[config.mk]
export PLATFORM = sky130hd
export DESIGN_NAME = touch_contact_slot_tracker
export DESIGN_NICKNAME = d
export VERILOG_FILES = /design/src/tcst_pkg.sv /design/src/tcst_front.sv /design/src/tcst_queue.sv /design/src/tcst_back.sv /design/src/touch_contact_slot_tracker.sv
export SDC_FILE = /design/constraint.sdc
export NUM_CORES = 2
export LEC_CHECK = 0
export ABC_AREA = 1
export BUFFER_PORTS_ARGS = -buffer_cell sky130_fd_sc_hd__buf_2
export CAP_MARGIN = 20
export CORE_ASPECT_RATIO = 0.6
export CORE_MARGIN = 2
export CORE_UTILIZATION = 60
export DETAILED_ROUTE_END_ITERATION = 7
export PLACE_DENSITY = 0.8
export RECOVER_POWER = 100
export SLEW_MARGIN = 25
export SYNTH_ARGS = -nofsm -noshare
export SYNTH_HDL_FRONTEND = slang
export SYNTH_HIERARCHICAL = 1
export SYNTH_SLANG_ARGS = --single-unit
[constraint.sdc]
create_clock -name clk -period 10 [get_ports clk]
set_input_delay 1 -clock clk [delete_from_list [all_inputs] [get_ports clk]]
set_output_delay 1 -clock clk [all_outputs]
set_load 0.01 [all_outputs]
[src/tcst_pkg.sv]
`timescale 1ns / 1ps

package tcst_pkg;

    localparam int NUM_IDS_DEF     = 21;
    localparam int NUM_SLOTS_DEF   = 20;
    localparam int QUEUE_DEPTH_DEF = 2;

    localparam int REPORT_CONTACTS = 6;
    localparam int FULL_SCALE      = 32767;

    localparam int POS_W    = 16;
    localparam int SCREEN_W = 13;
    localparam int PROD_W   = POS_W + SCREEN_W;

    localparam logic [3:0] ST_TOUCH = 4'd7;
    localparam logic [3:0] ST_LIFT  = 4'd4;

    typedef enum logic [1:0] {
        CFG_ENABLE = 2'd0,
        CFG_WIDTH  = 2'd1,
        CFG_HEIGHT = 2'd2
    } tcst_cfg_idx_t;

    typedef enum logic [1:0] {
        PH_DOWN = 2'd0,
        PH_UP   = 2'd1,
        PH_MOVE = 2'd2
    } tcst_phase_t;

    typedef struct packed {
        logic [3:0]       typ;
        logic [4:0]       slot;
        tcst_phase_t      phase;
        logic [POS_W-1:0] x;
        logic [POS_W-1:0] y;
        logic [15:0]      w;
        logic [15:0]      h;
    } tcst_item_t;

    // floor(p / 32767) as p = a*2^15 + b = a*32767 + (a + b); a + b < 2*32767
    function automatic logic [POS_W-1:0] tcst_reduce(input logic [PROD_W-1:0] p);
        logic [PROD_W-16:0] a;
        logic [14:0]        b;
        logic [16:0]        s;
        logic [PROD_W-14:0] q;
        a = p[PROD_W-1:15];
        b = p[14:0];
        s = 17'(a) + 17'(b);
        q = (PROD_W-13)'(a) + ((s >= 17'(FULL_SCALE)) ? (PROD_W-13)'(1) : '0);
        if (q > (PROD_W-13)'(16'hFFFF))
            return 16'hFFFF;
        else
            return POS_W'(q);
    endfunction

endpackage

[src/tcst_front.sv]
`timescale 1ns / 1ps

module tcst_front #(
    parameter int NUM_IDS   = tcst_pkg::NUM_IDS_DEF,
    parameter int NUM_SLOTS = tcst_pkg::NUM_SLOTS_DEF
) (
    input  logic                 clk,
    input  logic                 rst_n,
    input  logic                 fwd_en,
    input  logic                 in_valid,
    input  logic                 first_contact,
    input  logic [3:0]           contact_state,
    input  logic [3:0]           contact_type,
    input  logic [7:0]           contact_id,
    input  logic [15:0]          x_raw,
    input  logic [15:0]          y_raw,
    input  logic [15:0]          contact_width,
    input  logic [15:0]          contact_height,
    output logic                 q_push,
    output tcst_pkg::tcst_item_t q_item
);

    localparam int ID_W   = (NUM_IDS > 1) ? $clog2(NUM_IDS) : 1;
    localparam int SLOT_W = (NUM_SLOTS > 1) ? $clog2(NUM_SLOTS) : 1;

    logic [NUM_IDS-1:0]   valid_reg, valid_next;
    logic [SLOT_W-1:0]    idx_reg   [NUM_IDS];
    logic [SLOT_W-1:0]    idx_next  [NUM_IDS];
    tcst_pkg::tcst_phase_t phase_reg  [NUM_IDS];
    tcst_pkg::tcst_phase_t phase_next [NUM_IDS];
    logic [NUM_SLOTS-1:0] busy_reg, busy_next;
    logic                 skip_reg, skip_next;
    logic [2:0]           cnt_reg, cnt_next;

    logic                  found;
    logic [SLOT_W-1:0]     free_idx;
    logic                  skip_eff;
    logic [2:0]            cnt_eff;
    logic                  zero_pos;
    logic                  id_ok;
    logic [ID_W-1:0]       id_sel;
    logic                  cur_valid;
    logic [SLOT_W-1:0]     cur_idx;
    tcst_pkg::tcst_phase_t cur_phase;
    logic                  emit;
    logic [SLOT_W-1:0]     sel_idx;
    tcst_pkg::tcst_phase_t sel_phase;
    logic [SLOT_W:0]       slot_plus;

    // lowest free slot
    always_comb
    begin
        found    = 1'b0;
        free_idx = '0;
        for (int k = NUM_SLOTS - 1; k >= 0; k--)
        begin
            if (!busy_reg[k])
            begin
                found    = 1'b1;
                free_idx = SLOT_W'(k);
            end
        end
    end

    assign skip_eff  = first_contact ? 1'b0 : skip_reg;
    assign cnt_eff   = first_contact ? 3'd0 : cnt_reg;
    assign zero_pos  = (x_raw == 16'd0) && (y_raw == 16'd0);
    assign id_ok     = contact_id < 8'(NUM_IDS);
    assign id_sel    = contact_id[ID_W-1:0];
    assign cur_valid = id_ok ? valid_reg[id_sel] : 1'b0;
    assign cur_idx   = id_ok ? idx_reg[id_sel] : '0;
    assign cur_phase = id_ok ? phase_reg[id_sel] : tcst_pkg::PH_DOWN;

    always_comb
    begin
        valid_next = valid_reg;
        idx_next   = idx_reg;
        phase_next = phase_reg;
        busy_next  = busy_reg;
        skip_next  = skip_reg;
        cnt_next   = cnt_reg;
        emit       = 1'b0;
        sel_idx    = cur_idx;
        sel_phase  = cur_phase;
        if (in_valid && fwd_en)
        begin
            skip_next = skip_eff;
            cnt_next  = cnt_eff;
            if (!skip_eff)
            begin
                if (cnt_eff >= 3'(tcst_pkg::REPORT_CONTACTS))
                begin
                    skip_next = 1'b1;
                end
                else
                begin
                    cnt_next = cnt_eff + 3'd1;
                    if (zero_pos || !id_ok)
                    begin
                        skip_next = 1'b1;
                    end
                    else
                    begin
                        unique case (contact_state)
                            tcst_pkg::ST_TOUCH:
                            begin
                                if (!cur_valid)
                                begin
                                    if (found)
                                    begin
                                        busy_next[free_idx] = 1'b1;
                                        valid_next[id_sel]  = 1'b1;
                                        idx_next[id_sel]    = free_idx;
                                        phase_next[id_sel]  = tcst_pkg::PH_DOWN;
                                        emit                = 1'b1;
                                        sel_idx             = free_idx;
                                        sel_phase           = tcst_pkg::PH_DOWN;
                                    end
                                end
                                else
                                begin
                                    emit = 1'b1;
                                    if (cur_phase == tcst_pkg::PH_DOWN)
                                    begin
                                        sel_phase          = tcst_pkg::PH_MOVE;
                                        phase_next[id_sel] = tcst_pkg::PH_MOVE;
                                    end
                                end
                            end
                            tcst_pkg::ST_LIFT:
                            begin
                                if (cur_valid)
                                begin
                                    // report as up, then release the slot
                                    emit               = 1'b1;
                                    sel_phase          = tcst_pkg::PH_UP;
                                    busy_next[cur_idx] = 1'b0;
                                    valid_next[id_sel] = 1'b0;
                                    idx_next[id_sel]   = '0;
                                    phase_next[id_sel] = tcst_pkg::PH_DOWN;
                                end
                            end
                            default:
                            begin
                                emit = cur_valid;
                            end
                        endcase
                    end
                end
            end
        end
    end

    assign slot_plus    = {1'b0, sel_idx} + (SLOT_W+1)'(1);
    assign q_push       = emit;
    assign q_item.typ   = contact_type;
    assign q_item.slot  = 5'(slot_plus);
    assign q_item.phase = sel_phase;
    assign q_item.x     = x_raw;
    assign q_item.y     = y_raw;
    assign q_item.w     = contact_width;
    assign q_item.h     = contact_height;

    always_ff @(posedge clk or negedge rst_n)
    begin
        if (!rst_n)
        begin
            valid_reg <= '0;
            busy_reg  <= '0;
            skip_reg  <= 1'b0;
            cnt_reg   <= 3'd0;
            for (int i = 0; i < NUM_IDS; i++)
            begin
                idx_reg[i]   <= '0;
                phase_reg[i] <= tcst_pkg::PH_DOWN;
            end
        end
        else
        begin
            valid_reg <= valid_next;
            busy_reg  <= busy_next;
            skip_reg  <= skip_next;
            cnt_reg   <= cnt_next;
            idx_reg   <= idx_next;
            phase_reg <= phase_next;
        end
    end

    a_slot_count: assert property (@(posedge clk) disable iff (!rst_n)
        $countones(busy_reg) == $countones(valid_reg))
        else $error("busy slots and tracked ids disagree");

    a_disabled_hold: assert property (@(posedge clk) disable iff (!rst_n)
        (in_valid && !fwd_en) |=> ($stable(busy_reg) && $stable(valid_reg)
                                   && $stable(skip_reg) && $stable(cnt_reg)))
        else $error("state changed while forwarding disabled");

    a_report_limit: assert property (@(posedge clk) disable iff (!rst_n)
        cnt_reg <= 3'(tcst_pkg::REPORT_CONTACTS))
        else $error("report contact count overran");

endmodule

[src/tcst_queue.sv]
`timescale 1ns / 1ps

module tcst_queue #(
    parameter int DEPTH = tcst_pkg::QUEUE_DEPTH_DEF
) (
    input  logic                 clk,
    input  logic                 rst_n,
    input  logic                 push,
    input  tcst_pkg::tcst_item_t push_item,
    output logic                 full,
    input  logic                 pop,
    output logic                 empty,
    output tcst_pkg::tcst_item_t pop_item
);

    localparam int PTR_W = (DEPTH > 1) ? $clog2(DEPTH) : 1;
    localparam int CNT_W = $clog2(DEPTH + 1);

    tcst_pkg::tcst_item_t mem_reg [DEPTH];
    logic [PTR_W-1:0]     wr_ptr_reg, wr_ptr_next;
    logic [PTR_W-1:0]     rd_ptr_reg, rd_ptr_next;
    logic [CNT_W-1:0]     cnt_reg, cnt_next;
    logic                 do_push;
    logic                 do_pop;

    assign full     = (cnt_reg == CNT_W'(DEPTH));
    assign empty    = (cnt_reg == '0);
    assign do_push  = push && !full;
    assign do_pop   = pop && !empty;
    assign pop_item = mem_reg[rd_ptr_reg];

    always_comb
    begin
        wr_ptr_next = wr_ptr_reg;
        rd_ptr_next = rd_ptr_reg;
        cnt_next    = cnt_reg;
        if (do_push)
            wr_ptr_next = (wr_ptr_reg == PTR_W'(DEPTH - 1)) ? '0 : wr_ptr_reg + PTR_W'(1);
        if (do_pop)
            rd_ptr_next = (rd_ptr_reg == PTR_W'(DEPTH - 1)) ? '0 : rd_ptr_reg + PTR_W'(1);
        if (do_push && !do_pop)
            cnt_next = cnt_reg + CNT_W'(1);
        else if (do_pop && !do_push)
            cnt_next = cnt_reg - CNT_W'(1);
    end

    always_ff @(posedge clk)
    begin
        if (do_push)
            mem_reg[wr_ptr_reg] <= push_item;
    end

    always_ff @(posedge clk or negedge rst_n)
    begin
        if (!rst_n)
        begin
            wr_ptr_reg <= '0;
            rd_ptr_reg <= '0;
            cnt_reg    <= '0;
        end
        else
        begin
            wr_ptr_reg <= wr_ptr_next;
            rd_ptr_reg <= rd_ptr_next;
            cnt_reg    <= cnt_next;
        end
    end

    a_no_overflow: assert property (@(posedge clk) disable iff (!rst_n)
        cnt_reg <= CNT_W'(DEPTH))
        else $error("queue count out of range");

endmodule

[src/tcst_back.sv]
`timescale 1ns / 1ps

module tcst_back (
    input  logic                          clk,
    input  logic                          rst_n,
    input  logic [tcst_pkg::SCREEN_W-1:0] screen_width,
    input  logic [tcst_pkg::SCREEN_W-1:0] screen_height,
    input  logic                          q_empty,
    input  tcst_pkg::tcst_item_t          q_item,
    output logic                          q_pop,
    output logic                          res_valid,
    input  logic                          res_take,
    output tcst_pkg::tcst_item_t          res_item
);

    // stage 1: products
    logic                          s1_valid_reg, s1_valid_next;
    tcst_pkg::tcst_item_t          s1_item_reg;
    logic [tcst_pkg::PROD_W-1:0]   prod_x_reg;
    logic [tcst_pkg::PROD_W-1:0]   prod_y_reg;
    // stage 2: result register
    logic                          out_valid_reg, out_valid_next;
    tcst_pkg::tcst_item_t          out_item_reg, out_item_next;

    logic out_ready;
    logic s1_adv;

    assign out_ready = !out_valid_reg || res_take;
    assign s1_adv    = !s1_valid_reg || out_ready;
    assign q_pop     = s1_adv && !q_empty;

    always_comb
    begin
        s1_valid_next  = s1_adv ? !q_empty : s1_valid_reg;
        out_valid_next = out_ready ? s1_valid_reg : out_valid_reg;
        out_item_next   = s1_item_reg;
        out_item_next.x = tcst_pkg::tcst_reduce(prod_x_reg);
        out_item_next.y = tcst_pkg::tcst_reduce(prod_y_reg);
    end

    always_ff @(posedge clk)
    begin
        if (q_pop)
        begin
            s1_item_reg <= q_item;
            prod_x_reg  <= tcst_pkg::PROD_W'(q_item.x) * tcst_pkg::PROD_W'(screen_width);
            prod_y_reg  <= tcst_pkg::PROD_W'(q_item.y) * tcst_pkg::PROD_W'(screen_height);
        end
        if (out_ready && s1_valid_reg)
            out_item_reg <= out_item_next;
    end

    always_ff @(posedge clk or negedge rst_n)
    begin
        if (!rst_n)
        begin
            s1_valid_reg  <= 1'b0;
            out_valid_reg <= 1'b0;
        end
        else
        begin
            s1_valid_reg  <= s1_valid_next;
            out_valid_reg <= out_valid_next;
        end
    end

    assign res_valid = out_valid_reg;
    assign res_item  = out_item_reg;

    a_out_from_s1: assert property (@(posedge clk) disable iff (!rst_n)
        $rose(out_valid_reg) |-> $past(s1_valid_reg))
        else $error("result appeared without a product stage entry");

    a_no_drop: assert property (@(posedge clk) disable iff (!rst_n)
        (s1_valid_reg && !out_ready) |=> s1_valid_reg)
        else $error("product stage lost an entry under stall");

endmodule

[src/touch_contact_slot_tracker.sv]
`timescale 1ns / 1ps

// Channel   Ports                                   Request moves when
// contact   push/full + 8 contact fields            push && !full
// result    empty/pop + 7 result fields             pop && !empty
// config    cfg_write, cfg_index, cfg_data          cfg_write
//
// One contact per cycle in while full is low; slot lookup and assignment finish
// in the accepting cycle; results then pass the queue, multiply and reduce registers.
// full rises only when the two-entry front queue backs up behind a stalled result.
// Reset clears tracking, slot map, skip state and registers (disabled, 1920 x 1080).

module touch_contact_slot_tracker #(
    parameter int NUM_IDS     = tcst_pkg::NUM_IDS_DEF,
    parameter int NUM_SLOTS   = tcst_pkg::NUM_SLOTS_DEF,
    parameter int QUEUE_DEPTH = tcst_pkg::QUEUE_DEPTH_DEF
) (
    input  logic        clk,
    input  logic        rst_n,
    input  logic        push,
    output logic        full,
    input  logic        first_contact,
    input  logic [3:0]  contact_state,
    input  logic [3:0]  contact_type,
    input  logic [7:0]  contact_id,
    input  logic [15:0] x_raw,
    input  logic [15:0] y_raw,
    input  logic [15:0] contact_width,
    input  logic [15:0] contact_height,
    output logic        empty,
    input  logic        pop,
    output logic [3:0]  out_type,
    output logic [4:0]  slot_number,
    output logic [1:0]  phase,
    output logic [15:0] x_scaled,
    output logic [15:0] y_scaled,
    output logic [15:0] out_width,
    output logic [15:0] out_height,
    input  logic        cfg_write,
    input  logic [1:0]  cfg_index,
    input  logic [12:0] cfg_data
);

    logic                          fwd_en_reg;
    logic [tcst_pkg::SCREEN_W-1:0] scr_w_reg;
    logic [tcst_pkg::SCREEN_W-1:0] scr_h_reg;

    logic                 front_push;
    tcst_pkg::tcst_item_t front_item;
    logic                 q_full;
    logic                 q_empty;
    logic                 q_pop;
    tcst_pkg::tcst_item_t q_item;
    logic                 res_valid;
    tcst_pkg::tcst_item_t res_item;

    always_ff @(posedge clk or negedge rst_n)
    begin
        if (!rst_n)
        begin
            fwd_en_reg <= 1'b0;
            scr_w_reg  <= 13'd1920;
            scr_h_reg  <= 13'd1080;
        end
        else if (cfg_write)
        begin
            unique case (tcst_pkg::tcst_cfg_idx_t'(cfg_index))
                tcst_pkg::CFG_ENABLE: fwd_en_reg <= cfg_data[0];
                tcst_pkg::CFG_WIDTH:  scr_w_reg  <= cfg_data;
                tcst_pkg::CFG_HEIGHT: scr_h_reg  <= cfg_data;
                default: ;
            endcase
        end
    end

    tcst_front #(
        .NUM_IDS   (NUM_IDS),
        .NUM_SLOTS (NUM_SLOTS)
    ) u_front (
        .clk            (clk),
        .rst_n          (rst_n),
        .fwd_en         (fwd_en_reg),
        .in_valid       (push && !q_full),
        .first_contact  (first_contact),
        .contact_state  (contact_state),
        .contact_type   (contact_type),
        .contact_id     (contact_id),
        .x_raw          (x_raw),
        .y_raw          (y_raw),
        .contact_width  (contact_width),
        .contact_height (contact_height),
        .q_push         (front_push),
        .q_item         (front_item)
    );

    tcst_queue #(
        .DEPTH (QUEUE_DEPTH)
    ) u_queue (
        .clk       (clk),
        .rst_n     (rst_n),
        .push      (front_push),
        .push_item (front_item),
        .full      (q_full),
        .pop       (q_pop),
        .empty     (q_empty),
        .pop_item  (q_item)
    );

    tcst_back u_back (
        .clk           (clk),
        .rst_n         (rst_n),
        .screen_width  (scr_w_reg),
        .screen_height (scr_h_reg),
        .q_empty       (q_empty),
        .q_item        (q_item),
        .q_pop         (q_pop),
        .res_valid     (res_valid),
        .res_take      (pop),
        .res_item      (res_item)
    );

    assign full        = q_full;
    assign empty       = !res_valid;
    assign out_type    = res_item.typ;
    assign slot_number = res_item.slot;
    assign phase       = res_item.phase;
    assign x_scaled    = res_item.x;
    assign y_scaled    = res_item.y;
    assign out_width   = res_item.w;
    assign out_height  = res_item.h;

endmodule

Word level (Yosys, flattened, before mapping)
Memories as Yosys holds them, arrays and structs flattened.
Cells that the tools add are included.
Widths: inputs -> output; s select.
{"block": "word_totals", "out_inout_bits": 77, "wordCells": 275, "mem_bits_rw": 150, "inputBits": 101, "register_bits": 401, "mem_count": 1}
{"block": "op_classes", "n_addsub": 10, "n_mux": 118, "n_bitwise": 17, "mul": 2, "eq_ne": 10, "reduce_logical": 35, "n_lt_le_gt_ge": 14}
{"name": "u_queue.mem_reg", "words": 2, "width": 75, "read_ports": 1, "rd_clocked_by_memory_dff": 0, "wr": 1, "line_no": "tcst_queue.sv:19", "source": "tcst_pkg::tcst_item_t mem_reg [DEPTH];"}
{"op": "$mux 105", "n": 3}
{"op": "$pmux 105 s2", "n": 1}
{"op": "$mux 42", "n": 4}
{"op": "$mux 5", "n": 31}
{"op": "$and 105x105->105", "n": 1}
{"op": "$bwmux 105", "n": 1}
{"op": "$not 105->105", "n": 1}
{"op": "$pmux 42 s2", "n": 1}
{"op": "$mux 21", "n": 3}
{"op": "$mux 20", "n": 3}
{"op": "$mul 16x13->29", "n": 2}
{"op": "$and 21x21->21", "n": 2}
{"op": "$and 42x42->42", "n": 1}
{"op": "$mux 1", "n": 42}
{"op": "$not 21->21", "n": 2}
{"op": "$not 42->42", "n": 1}
{"op": "$or 21x21->21", "n": 2}
{"op": "$pmux 21 s2", "n": 1}
{"op": "$pmux 20 s2", "n": 1}
{"op": "$ge 17x15->1 const B", "n": 2}
{"op": "$add 14x15->16", "n": 2}
{"op": "$add 14x16->16", "n": 2}
{"op": "$gt 16x16->1 const B", "n": 2}
{"op": "$logic_not 16->1", "n": 2}
{"op": "40 further kinds", "n": 93}

Logic depth before layout (Yosys ltp)
{"block": "depth", "word_depth": 32, "ltp_mapped": 28, "mapped_depth_nobuf": 24}

Cells and area by module
Netlist, hierarchy kept.
{"mod": "tcst_back", "instances": 1, "cells_each": 2559, "seq_area_each_um2": 5275.1, "area_each_um2": 21735.8}
{"mod": "tcst_front", "instances": 1, "cells_each": 1223, "seq_area_each_um2": 4804.6, "area_each_um2": 9989.6}
{"mod": "tcst_queue", "instances": 1, "cells_each": 424, "seq_area_each_um2": 4604.4, "area_each_um2": 5705.5}
{"mod": "touch_contact_slot_tracker", "instances": 1, "cells_each": 128, "seq_area_each_um2": 685.7, "area_each_um2": 1184.9}

Worst setup path before layout
No wires, ideal clock.
{"block": "synth_timing", "path_type": "input-to-reg", "from": "in contact_id[0]", "to": "mem u_queue/mem_reg[1][0] (netlist name), enable pin", "stages": 11, "path_slack_ns": 4.233, "setup_ns": 0.509, "t_arrival_ns": 5.258, "t_required_ns": 9.491, "n_path_buf": 0, "path_cell_list": "nor2_4 inv_4 a21oi_1 o21ai_2 nor2_1 nand2_1 inv_2 nand3_1 nand2_1 o21ai_0 nor2_1"}
{"block": "synth_via", "elab_chain_cells": 12, "word_cells_on_any_way": 16, "cone_classes": "order compare: 1; mux: 12; reduce/logical: 3"}
{"element": "start, declared", "line_no": "touch_contact_slot_tracker.sv:25", "source": "input logic [7:0] contact_id,"}
{"element": "$bmux 1 s5", "line_no": "tcst_front.sv:70", "source": "assign cur_valid = id_ok ? valid_reg[id_sel] : 1'b0;"}
{"element": "$mux 1 (implied by the code)", "line_no": "tcst_front.sv:70"}
{"element": "$mux 1", "line_no": "tcst_front.sv:70"}
{"element": "$mux 1, on equally long branches", "line_no": "tcst_front.sv:132, tcst_front.sv:107"}
{"element": "$pmux 1 s2", "line_no": "tcst_front.sv:104", "source": "unique case (contact_state)"}
{"element": "$mux 1 (*)", "line_no": "tcst_front.sv:98", "source": "if (zero_pos || !id_ok)"}
{"element": "$mux 1 (*)", "line_no": "tcst_front.sv:91", "source": "if (cnt_eff >= 3'(tcst_pkg::REPORT_CONTACTS))"}
{"element": "$mux 1 (*)", "line_no": "tcst_front.sv:89", "source": "if (!skip_eff)"}
{"element": "$mux 1 (*)", "line_no": "tcst_front.sv:85", "source": "if (in_valid && fwd_en)"}
{"element": "named net front_push", "line_no": "touch_contact_slot_tracker.sv:48", "source": "logic front_push;"}
{"element": "$logic_and 1x1->1 (*)", "line_no": "tcst_queue.sv:28", "source": "assign do_push = push && !full;"}
{"element": "$mux 1 (*)", "line_no": "tcst_queue.sv:49", "source": "if (do_push)"}
{"element": "$mux 1 (implied by the code) (*)", "line_no": "tcst_queue.sv:50", "source": "mem_reg[wr_ptr_reg] <= push_item;"}
{"element": "end, declared", "line_no": "tcst_queue.sv:19"}
The timed path passes the listed nets; every way through them passes the cells marked *. The select of a mux whose other input is x is not followed.

Worst setup path in the final report
{"block": "layout_timing", "from": "in contact_id[1]", "to": "mem u_queue/mem_reg[1][11] (netlist name), enable pin"}
Same word-level chain as after synthesis.

==> impl_results.md <==
- Status: finished, violations left
- Failing checks: capacitance limit, slew limit
- Fraction of layout instances using a drive strength above 1: 0.0414
- Min Tclk post-route: 7.88 ns
- Largest net degree at the start of global routing: around 180
- NumNets Final: between 4000 and 5000
- Post-Layout Cell Count: 5240
- Netlist Area Pre-Place: 38600 um2
- Crit Path Max Fanout: 75
- CP Launch Type: primary input
- Drt pass-1 iters: 6
- Post-synth EDFFs: 324
- Most frequent cell after synthesis: nand2_1
- Clock Path Buffers: 3
- Worst-Margin Slew: about 3.5 ns
- Hold depth: 0
- TritonCTS clock tree: built
- Die ar.: between 60000 and 70000 um2
- Cts bufs inserted: 50
- Root buffer cell: clkbuf_16
- Async S/R FF share, synth: 0.410
- Hold_ws: 0.419 ns
- Fin Setup TNS: 0 ns
- Worst r2r path cells: 19
- Main flop type after synthesis: edfxtp_1
- R2r endpoint: u_back/prod_y_reg[25]
- Routed Antenna Nets: 0
- Post-CTS Setup Inserts: 0
- Clock sinks: 549
- Largest register FFs: 150
- Via count: 29100
- Cell taking the most area after synthesis: edfxtp_1
- Starting DRT DRC Count: ~3400
- Post-synth top cells: nand2_1, inv_1, edfxtp_1
- H-tree depth: 2
- Hold_sp: u_back/out_item_next[23]
- Worst Clk Skew: 0.0328 ns
- Worst Hold Endpoint: u_back/res_item[23]
- Final worst-path cycle share: 0.788
- Number of top-level pins: 178
- DP HPWL: 70.2 mm
- Worst path arrival time: 8.06 ns
- Die Ht: 201 um
- Initial Util: 0.611
- Post-synthesis sequential area ratio: 0.398
- Max-capacitance violation count: 9
- Synthesized instance count: 4334
- Synth warnings: 6
- Final WL: roughly 95 mm
- Clock-pin transition on the worst setup and hold timing paths: approximately 0.060 ns
- Via/cell ratio: 5.56
- # hold bufs at CTS: 0
- Initial antenna violation count: 3
- Port Buf Inserts: 175
- Slew headroom: -1.31
- Unique cell type count in the Yosys netlist: 60
- RSZ-0062 raised after global routing: false
- DRC Markers: 0
- Clk_lat worst skew: 0.64 ns
- Area contributors post-synth: edfxtp_1, fa_1, dfrtp_1
- Placed insts: around 5100
- Die W: 332 um
- Hold WC Path Type: flop to flop
- Share of the synthesized area in the top cell type: 0.252
- Final Setup Violations: 0
- Row count: 71
- Total of flip-flops plus latches after synthesis: 549
- WP data required: 10.18 ns
- Vias in the first global route: ~29000
- Core ar.: between 60000 and 70000 um2
- Setup Crit Path Kind: primary input to flop
- GRT Util Overall: 0.289
- Slew Limit Fails: ~430
- Placer Congestion: 0.961
- Crit end category: flop
- GRT Residual Overflow: 0
- Global-route wire length before repair: 153 mm
- Routed len/inst: 18.2 um
- PostCTS Resize Cnt: 0
- Post-synthesis average cell area: between 8 and 9 um2
- Final hold violations: 0
- Flop-to-flop setup slack: 3.19 ns
- RR Startpoint: u_queue/rd_ptr_reg
- Area Growth Syn to Fin: 5.58%
- Fmax: 0.127 GHz
## worst max path at each step
stage | endpoint | slack (ns) | cells after the start | startpoint
6_report | u_queue/mem_reg[1][11] | 2.12 | 14 | contact_id[1]
5_1_grt | u_queue/mem_reg[1][11] | 1.86 | 14 | contact_id[1]
4_1_cts | u_back/prod_x_reg[22] | 3.60 | 20 | u_queue/rd_ptr_reg
3_5_place_dp | u_back/prod_x_reg[22] | 3.61 | 20 | u_queue/rd_ptr_reg
3_3_place_gp | u_back/prod_x_reg[24] | 3.71 | 20 | u_queue/rd_ptr_reg
2_1_floorplan | u_queue/mem_reg[1][0] | 4.23 | 11 | contact_id[0]
## cells by family after synthesis
family / synth area share
AND/OR/NAND/NOR: 0.181
XOR/XNOR: 0.0179
AO/OA/AOI/OAI: 0.0677
flip-flops: 0.398
adder cells (fa/ha/maj): 0.220
buffers and inverters: 0.115
other: 0.0000971
## per-stage QoR
step / setup slack [ns] / util / area [um2]
finish: 2.12 / 0.645 / 40800
floorplan: 4.23 / - / 38600
global route: 1.86 / 0.645 / 40800
CTS: 3.60 / 0.652 / 41200
detailed placement: 3.61 / 0.624 / 39400
global placement: 3.71 / 0.624 / 39400
## metal layers
| layer | GRT usage | wire length, um | up-vias | part of all wire |
|---|---|---|---|---|
| met5 | 0.00355 | 10 | - | 0.00011 |
| met4 | 0.0574 | 1640 | 2 | 0.017 |
| met3 | 0.0915 | 12500 | 139 | 0.13 |
| met2 | 0.412 | 38700 | 1513 | 0.41 |
| met1 | 0.435 | 42300 | 14000 | 0.44 |
| li1 | - | - | 13500 | - |
## layout by cell type (no fill, tap or decap), drive strengths merged, types with 4 or more instances in the layout
cell type,instances
edfxtp,324
dfrtp,217
dfstp,8
a22oi,50
clkbuf,196
fa,310
clkinv,18
nand4,55
o21ai,203
nand3,119
nor2,221
a22o,6
a21o,7
nor3b,4
inv,849
nor3,21
o21bai,6
a21oi,123
nor4,4
nand2,1236
and2,10
xnor2,21
nand3b,10
or2,7
xor2,58
clkinvlp,5
buf,60
a31oi,30
o22ai,10
ha,183
## worst max-delay path: stages
cell	delay [ns]
clkbuf_1	0.18
nor2_4	0.11
clkbuf_1	1.59
clkinvlp_2	1.46
nor2_1	0.51
clkinv_1	0.15
nor2_1	0.48
nand2_1	0.12
nand3_1	0.18
nand2_1	0.07
nand2_1	0.17
o21ai_0	0.22
nor2_4	0.12
clkbuf_2	1.58
## layout make-up
cell class | instances | area (um2)
well taps | 839 | 1050
multi-input cells | 2719 | 18600
clock inverters | 29 | 305
clock buffers | 65 | 1400
inverters | 846 | 3180
repair buffers | 191 | 838
flip-flops and latches | 549 | 15400
fillers | 5131 | 22400
diodes | 2 | 5.00
Power is not shown: default switching activity piles up to over one toggle a cycle in this logic, so the estimate is an artifact.
